===== src/design/tvs_pkg.sv =====
`timescale 1ns / 1ps
package tvs_pkg;

   // Default build parameters
   localparam int MAX_NODES_DEF  = 256;
   localparam int FRAC_BITS_DEF  = 16;

   // Fixed field widths
   localparam int VALUE_W        = 17;
   localparam int MARGIN_W       = 16;
   localparam int NODE_OUT_W     = 8;
   localparam int NODE_COUNT_W   = 9;
   localparam int COUNT_W        = 2;
   localparam logic [COUNT_W-1:0] COUNT_MAX = 2'd3;

   // Configuration port
   localparam int CSR_INDEX_W    = 2;
   localparam int CSR_DATA_W     = 16;
   localparam logic [CSR_INDEX_W-1:0] CSR_NODE_COUNT = 2'd0;
   localparam logic [CSR_INDEX_W-1:0] CSR_USE_Y_TERM = 2'd1;
   localparam logic [CSR_INDEX_W-1:0] CSR_MARGIN     = 2'd2;
   localparam logic [NODE_COUNT_W-1:0] NODE_COUNT_RESET = 9'd3;

   // Cut cap thresholds on the node count
   localparam int CAP_FREE_NODES = 100;
   localparam int CAP3_NODES     = 150;
   localparam int CAP2_NODES     = 200;

   typedef enum logic [1:0] {
      CMD_LOAD    = 2'd0,
      CMD_START   = 2'd1,
      CMD_EXAMINE = 2'd2,
      CMD_NOP     = 2'd3
   } cmd_type;

   typedef enum logic [1:0] {
      PAIR_AB = 2'd0,
      PAIR_AC = 2'd1,
      PAIR_BC = 2'd2
   } pair_sel_type;

   typedef struct packed {
      cmd_type                cmd;
      logic [VALUE_W-1:0]     edge_value;
   } req_payload_type;

   typedef struct packed {
      logic [NODE_OUT_W-1:0]  node_a;
      logic [NODE_OUT_W-1:0]  node_b;
      logic [NODE_OUT_W-1:0]  node_c;
      logic                   cut_ab;
      logic                   cut_ac;
      logic                   cut_bc;
      logic                   with_node_term;
      logic                   scan_done;
   } rsp_payload_type;

   // Controller to datapath
   typedef struct packed {
      logic          clear_step;
      logic          load_wr;
      logic          rewind;
      logic          capture;
      logic          mul_a;
      logic          mul_b;
      pair_sel_type  rd_sel;
      logic          latch_en;
      pair_sel_type  latch_sel;
      logic          decide;
      logic          wr_en;
      pair_sel_type  wr_sel;
      logic          out_load;
   } dp_cmd_type;

   // Datapath to controller
   typedef struct packed {
      logic          triple_ok;
      logic          clear_last;
      logic          out_busy;
   } dp_status_type;

endpackage


===== src/design/tvs_ctrl.sv =====
`timescale 1ns / 1ps
module tvs_ctrl (
   input  logic                    clock,
   input  logic                    reset,
   input  logic                    req_fire,
   input  tvs_pkg::cmd_type        req_cmd,
   input  tvs_pkg::dp_status_type  status,
   output tvs_pkg::dp_cmd_type     dp_cmd,
   output logic                    req_ready
);
   typedef enum logic [3:0] {
      ST_CLEAR, ST_IDLE, ST_MUL_A, ST_MUL_B, ST_RD_AB, ST_RD_AC, ST_RD_BC,
      ST_EVAL, ST_DECIDE, ST_WR_AB, ST_WR_AC, ST_WR_BC, ST_OUT
   } state_type;

   state_type state_ff, state_in;

   // Hold state
   always_ff @(posedge clock) begin
      if (reset) begin
         state_ff <= ST_CLEAR;
      end else begin
         state_ff <= state_in;
      end
   end

   assign req_ready = (state_ff == ST_IDLE);

   // Sequence one transaction
   always_comb begin
      state_in = state_ff;
      dp_cmd   = '0;
      case (state_ff)
         ST_CLEAR: begin
            dp_cmd.clear_step = 1'b1;
            if (status.clear_last) state_in = ST_IDLE;
         end
         ST_IDLE: begin
            if (req_fire) begin
               case (req_cmd)
                  tvs_pkg::CMD_LOAD: dp_cmd.load_wr = 1'b1;
                  tvs_pkg::CMD_START: begin
                     dp_cmd.rewind = 1'b1;
                     state_in      = ST_CLEAR;
                  end
                  tvs_pkg::CMD_EXAMINE: begin
                     dp_cmd.capture = 1'b1;
                     state_in       = status.triple_ok ? ST_MUL_A : ST_OUT;
                  end
                  default: ;
               endcase
            end
         end
         ST_MUL_A: begin
            dp_cmd.mul_a = 1'b1;
            state_in     = ST_MUL_B;
         end
         ST_MUL_B: begin
            dp_cmd.mul_b = 1'b1;
            state_in     = ST_RD_AB;
         end
         ST_RD_AB: begin
            dp_cmd.rd_sel = tvs_pkg::PAIR_AB;
            state_in      = ST_RD_AC;
         end
         ST_RD_AC: begin
            dp_cmd.rd_sel    = tvs_pkg::PAIR_AC;
            dp_cmd.latch_en  = 1'b1;
            dp_cmd.latch_sel = tvs_pkg::PAIR_AB;
            state_in         = ST_RD_BC;
         end
         ST_RD_BC: begin
            dp_cmd.rd_sel    = tvs_pkg::PAIR_BC;
            dp_cmd.latch_en  = 1'b1;
            dp_cmd.latch_sel = tvs_pkg::PAIR_AC;
            state_in         = ST_EVAL;
         end
         ST_EVAL: begin
            dp_cmd.latch_en  = 1'b1;
            dp_cmd.latch_sel = tvs_pkg::PAIR_BC;
            state_in         = ST_DECIDE;
         end
         ST_DECIDE: begin
            dp_cmd.decide = 1'b1;
            state_in      = ST_WR_AB;
         end
         ST_WR_AB: begin
            dp_cmd.wr_en  = 1'b1;
            dp_cmd.wr_sel = tvs_pkg::PAIR_AB;
            state_in      = ST_WR_AC;
         end
         ST_WR_AC: begin
            dp_cmd.wr_en  = 1'b1;
            dp_cmd.wr_sel = tvs_pkg::PAIR_AC;
            state_in      = ST_WR_BC;
         end
         ST_WR_BC: begin
            dp_cmd.wr_en  = 1'b1;
            dp_cmd.wr_sel = tvs_pkg::PAIR_BC;
            state_in      = ST_OUT;
         end
         ST_OUT: begin
            if (!status.out_busy) begin
               dp_cmd.out_load = 1'b1;
               state_in        = ST_IDLE;
            end
         end
         default: state_in = ST_CLEAR;
      endcase
   end
endmodule


===== config.mk =====
export PLATFORM = sky130hd
export DESIGN_NAME = tvs_ctrl
export DESIGN_NICKNAME = d
export VERILOG_FILES = /design/src/design/tvs_pkg.sv /design/src/design/tvs_ctrl.sv
export SDC_FILE = /design/constraint.sdc
export NUM_CORES = 1
export LEC_CHECK = 0
export BUFFER_PORTS_ARGS = -buffer_cell sky130_fd_sc_hd__buf_2
export CORE_AREA = 2 2 39 41
export CTS_CLUSTER_SIZE = 10
export DETAILED_ROUTE_END_ITERATION = 7
export DIE_AREA = 0 0 41 43
export MAX_ROUTING_LAYER = met4
export PLACE_DENSITY_LB_ADDON = 0.2
export SLEW_MARGIN = 10
export SYNTH_ARGS = -nofsm -noshare
export SYNTH_HDL_FRONTEND = slang
export SYNTH_SLANG_ARGS = --single-unit

===== constraint.sdc =====
create_clock -name clock -period 1.5 [get_ports clock]
set_clock_uncertainty 0.2 [all_clocks]
set_input_delay 0.15 -clock clock [delete_from_list [all_inputs] [get_ports clock]]
set_output_delay 0.15 -clock clock [all_outputs]
set_load 0.01 [all_outputs]

=== After elaboration in Yosys (flattened, before gate mapping) ===
Cells that the tools add are included.

* Bits of input ports: 8
* Register bits: 4
* Output and inout port bits: 17
* Word-level logic and storage cells: 42

* Reductions and logical operators: 3
* Muxes and demuxes: 20
* Eq/ne operators: 18

{| class="wikitable"
|+ Operator list
! kind !! number
|-
| $pmux 4 s13 || 1
|-
| $eq 4x4->1 const B || 5
|-
| $pmux 3 s3 || 2
|-
| $eq 4x3->1 const B || 4
|-
| $mux 4 || 4
|-
| $mux 1 || 9
|-
| $eq 4x2->1 const B || 2
|-
| $pmux 4 s2 || 1
|-
| $mux 3 || 2
|-
| $ne 2x2->1 const B || 3
|-
| $eq 4x1->1 const B || 1
|-
| $logic_not 4->1 || 1
|-
| $pmux 2 s2 || 1
|-
| $reduce_and 4->1 || 1
|-
| $ne 3x1->1 const B || 1
|-
| $eq 2x1->1 const B || 1
|-
| $eq 2x2->1 const B || 1
|-
| $logic_not 2->1 || 1
|}

=== Depth between registers and ports, before layout ===
* Depth after elaboration: 4
* Gate-level depth with buffers: 5
* Depth with buffers taken out: 4

=== Least setup slack after synthesis ===
Ideal clock, no wire load.

* Kind: reg-to-output
* Start: register state_ff[2]
* End: output port dp_cmd[14] (netlist name)
* Data required time: 1,150 ps
* Stages on the path, launching flop included: 3
* Path slack: -62 ps
* Data arrival time: 1,212 ps
* Cells stage by stage: dfxtp_1 > nor4b_4 > nor4b_1

{| class="wikitable"
|+ RTL lines
! item !! line !! text
|-
| start: declaration || tvs_ctrl.sv:16 || <nowiki>state_type state_ff, state_in;</nowiki>
|-
| start signal: assignment || tvs_ctrl.sv:23 || <nowiki>state_ff <= state_in;</nowiki>
|-
| end: declaration || tvs_ctrl.sv:8 || <nowiki>output tvs_pkg::dp_cmd_type dp_cmd,</nowiki>
|}

==> results.toml <==
[outcome]
run_status = "finished with violations"
violations = "negative setup slack"

[critical_path]
cell_chain_critical_path = "nor4b_4 -> buf_4 -> nor4b_4 -> buf_2"
critical_path.max_fanout = 3
rr_startpoint = "state_ff[2]"
critical_path.top_delay_family = "simple AND/OR/NAND/NOR gates"
standard_cell_with_the_maximum_stage_delay_on_the_critical_path = "sky130_fd_sc_hd__dfxtp_2"
cp_data_arrival_time_ps = 1340
regToRegEndpoint = "state_ff[3]"
reg2reg_slack_ps = -10
cp_slowest_stage_delay_ps = 320
crit_start = "state_ff[2]"
critical_path.most_common_cell = "sky130_fd_sc_hd__nor4b_4"
worst-path-buf-inv = 2
critical_path.startpoint_type = "flip-flop"
cp-end-kind = "output pin"
timing.setup.critical_path_class = "reg -> out"
worst_ep_required_time_ps = 1150
timing.reg2reg.worst_path_depth = 6
path_depth = 4
endpoint = "dp_cmd[14]"

[clock_network]
ctsRootBufferMaster = "sky130_fd_sc_hd__clkbuf_4"
level_count_of_the_clock_h_tree = 1
insertion_delay_ps = 230
cts-root-to-sink-buffers = 2
tritoncts.num_buffers = 3
worst_setup_hold_path_clk_slew_ps = 40
cts_num_sinks = 4
tritoncts_clock_tree = "yes"

[finish]
n_fill_cell = 114
instances_no_fill = 113
largest_register_ff_count = 4
share_of_post_route_cells_with_drive_strength_above_1_pct = 71.1
registers.top_by_ff_count = "state_ff"
antenna-diode-count = 0
area.growth.synth_to_final_pct = 102
nNetsFinal = 107
biggestRegsByFlops = "state_ff: 4 flops"

[timing]
fin_crit_ps = 1690
max-slew-margin-rel_pct = 82.0
fmax_mhz = 591
setup_ws_ps = -191
fin_crit_sh_pct = 113
grt_setup_unrepaired = "yes"
finalSetupViolCount = 18
finalMaxSlewViolations = 0
tightest_slew_ps = 269
finalHoldWorstSlack_ps = 40.7
hold_violations = 0

[yosys]
synthesis.nets = 63
dominantRegCellSynth = "sky130_fd_sc_hd__dfxtp_1"
synth-warning-count = 0
synth.cells.most_frequent = "sky130_fd_sc_hd__nor2_1, sky130_fd_sc_hd__nand2_1, sky130_fd_sc_hd__nor3_1"
synth.area.top_cells = "sky130_fd_sc_hd__dfxtp_1, sky130_fd_sc_hd__nor2_1, sky130_fd_sc_hd__nor4b_1"
syn-cell-area_um2 = 409
synth-async-reset-ratio_pct = 0
synth_enable_flop_cells = 0
yosys_register_bits = 4
yosys.cell_count.top_type = "sky130_fd_sc_hd__nor2_1"
netlist.top_cell.by_area = "sky130_fd_sc_hd__dfxtp_1"
yosysTopAreaCellShare_pct = 19.6
syn_avg_cell_area_um2 = 7.44
synth_cell_types = 27
postSynthCellCount = 55
ys_seq_area_share_pct = 19.6

[global_routing]
grt_start_max_net_pins = 10
initial_antenna_violation_count = 0
grt_util_met3_pct = 3.14
global_route.usage.met1_pct = 18.6
grt-busiest-layer = "met2"
grt_overflow = 0
gr-usage-met2_pct = 28.4
via_count_of_the_first_global_routing_pass = 522
grt_pass1_wl_um = 2010
grt.total_usage_pct = 17.5

[min_path]
worst_hold_startpoint = "reset"
timing.hold.worst.class = "in -> reg"

[placed_design]
port_buffers = 24
place.gp.congestion = 0.745
place.detailed.hpwl_um = 928
numPlacedInstances = 104

[run]
timing.max_cap.violations = 0

[pwr]
pwr-share-seq_pct = 20.6
peak_supply_drop_uv = 693
clockPowerShare_pct = 19.8
switching_share_pct = 35.1
overall_power_mw = 0.669
power_density_nw_per_um2 = 808
switchingPower_mw = 0.235
leakage_nw = 0.392
power.share.combinational_pct = 59.6
cellInternalPower_mw = 0.434

[routing]
drcViolationCount = 0
antenna_violating_nets_post_route = 0
detail_route.wirelength_um = 1320
wl_per_cell_um = 11.7
drt_first_pass_iters = 4
vias = 568
initialDrtViolationCount = 7
routed_vias_inst = 5.03

[floorplanning]
dieWidth_um = 41
placeableCoreArea_um2 = 1380
num_rows = 14
top_level_ports = 25
die_h_um = 43
floorplan.die_area_um2 = 1760
initial_utilization_pct = 29.6
-- through the flow --
stage | utilization [%] | cell area [µm²] | TNS, ps | worst slack, ps
after CTS | 55.6 | 769 | -1430 | -209
final | 59.8 | 827 | -1450 | -191
after floorplan | - | 417 | -56.9 | -23.2
after global routing | 59.8 | 827 | -2770 | -273
after global placement | 45.4 | 628 | -186 | -65.7
after detailed placement | 45.4 | 628 | -85.5 | -34.9
-- per-layer routing --
layer | vias to the layer above | part of all wire, %
met2 | 20 | 54
met5 | - | 0
li1 | 283 | -
met3 | 2 | 4.4
met4 | 0 | 1.1
met1 | 263 | 41
-- logic make-up (layout without fill, tap and decap cells) --
family,Yosys count,count (layout),synth area share (%)
simple gates,30,30,47.7
compound gates,11,11,17.1
buf+inv,8,50,11.0
flops,4,4,19.6
xor+xnor,1,1,2.14
mux,1,1,2.45
-- power by group through the flow --
stage / combinational [mW] / sequential [mW] / clock (mW)
after detailed placement: 0.296 / 0.138 / 0
after global routing: 0.436 / 0.140 / 0.140
after global placement: 0.294 / 0.138 / 0
after floorplan: 0.162 / 0.136 / 0
after CTS: 0.351 / 0.137 / 0.136
final: 0.399 / 0.138 / 0.132
-- how the worst min path moves through the flow --
stage,cells past startpoint,endpoint
global placement,3,state_ff[1]
CTS,3,state_ff[0]
floorplan,2,state_ff[1]
finish,3,state_ff[2]
detailed placement,3,state_ff[1]
global route,3,state_ff[3]
-- area by class of cell --
type                    instances  area (µm²)  area share (%)
flip-flops and latches          4        87.6            10.6
well taps                      16        20.0            2.42
inverters                       3        11.3            1.36
repair buffers                 44         298            36.0
multi-input cells              43         388            46.9
clock buffers                   3        22.5            2.72
-- worst reg2reg max path: stages (launching register included) --
cell	delay (ps)
sky130_fd_sc_hd__dfxtp_2	320
sky130_fd_sc_hd__buf_4	170
sky130_fd_sc_hd__nor3_2	160
sky130_fd_sc_hd__a31oi_1	50
sky130_fd_sc_hd__o211ai_1	260
sky130_fd_sc_hd__buf_4	170
sky130_fd_sc_hd__o21ai_1	60
-- cell usage in the layout, fill, tap and decap left out, types with 3 or more instances in the layout --
cell	synthesis	routed
sky130_fd_sc_hd__buf_4	2	15
sky130_fd_sc_hd__nor4b_4	1	3
sky130_fd_sc_hd__nand2_1	5	3
sky130_fd_sc_hd__nor2_1	7	4
sky130_fd_sc_hd__clkbuf_4	0	3
sky130_fd_sc_hd__nor2_2	0	3
sky130_fd_sc_hd__buf_6	1	4
sky130_fd_sc_hd__inv_1	3	3
sky130_fd_sc_hd__dfxtp_2	0	3
sky130_fd_sc_hd__nor3_2	0	3
sky130_fd_sc_hd__buf_2	0	23
-- timing repair --
| item | 4_1_cts | 5_1_grt |
|---|---|---|
| setup buffers | 4 | 1 |
| setup endpoints to repair | 21 | 21 |
| hold buffers | 1 | 0 |
| gates resized for setup | 19 | 12 |
| endpoints found under the hold margin | 1 | 0 |
| pin swaps | 8 | 3 |
(Power assumes the default switching activity.)
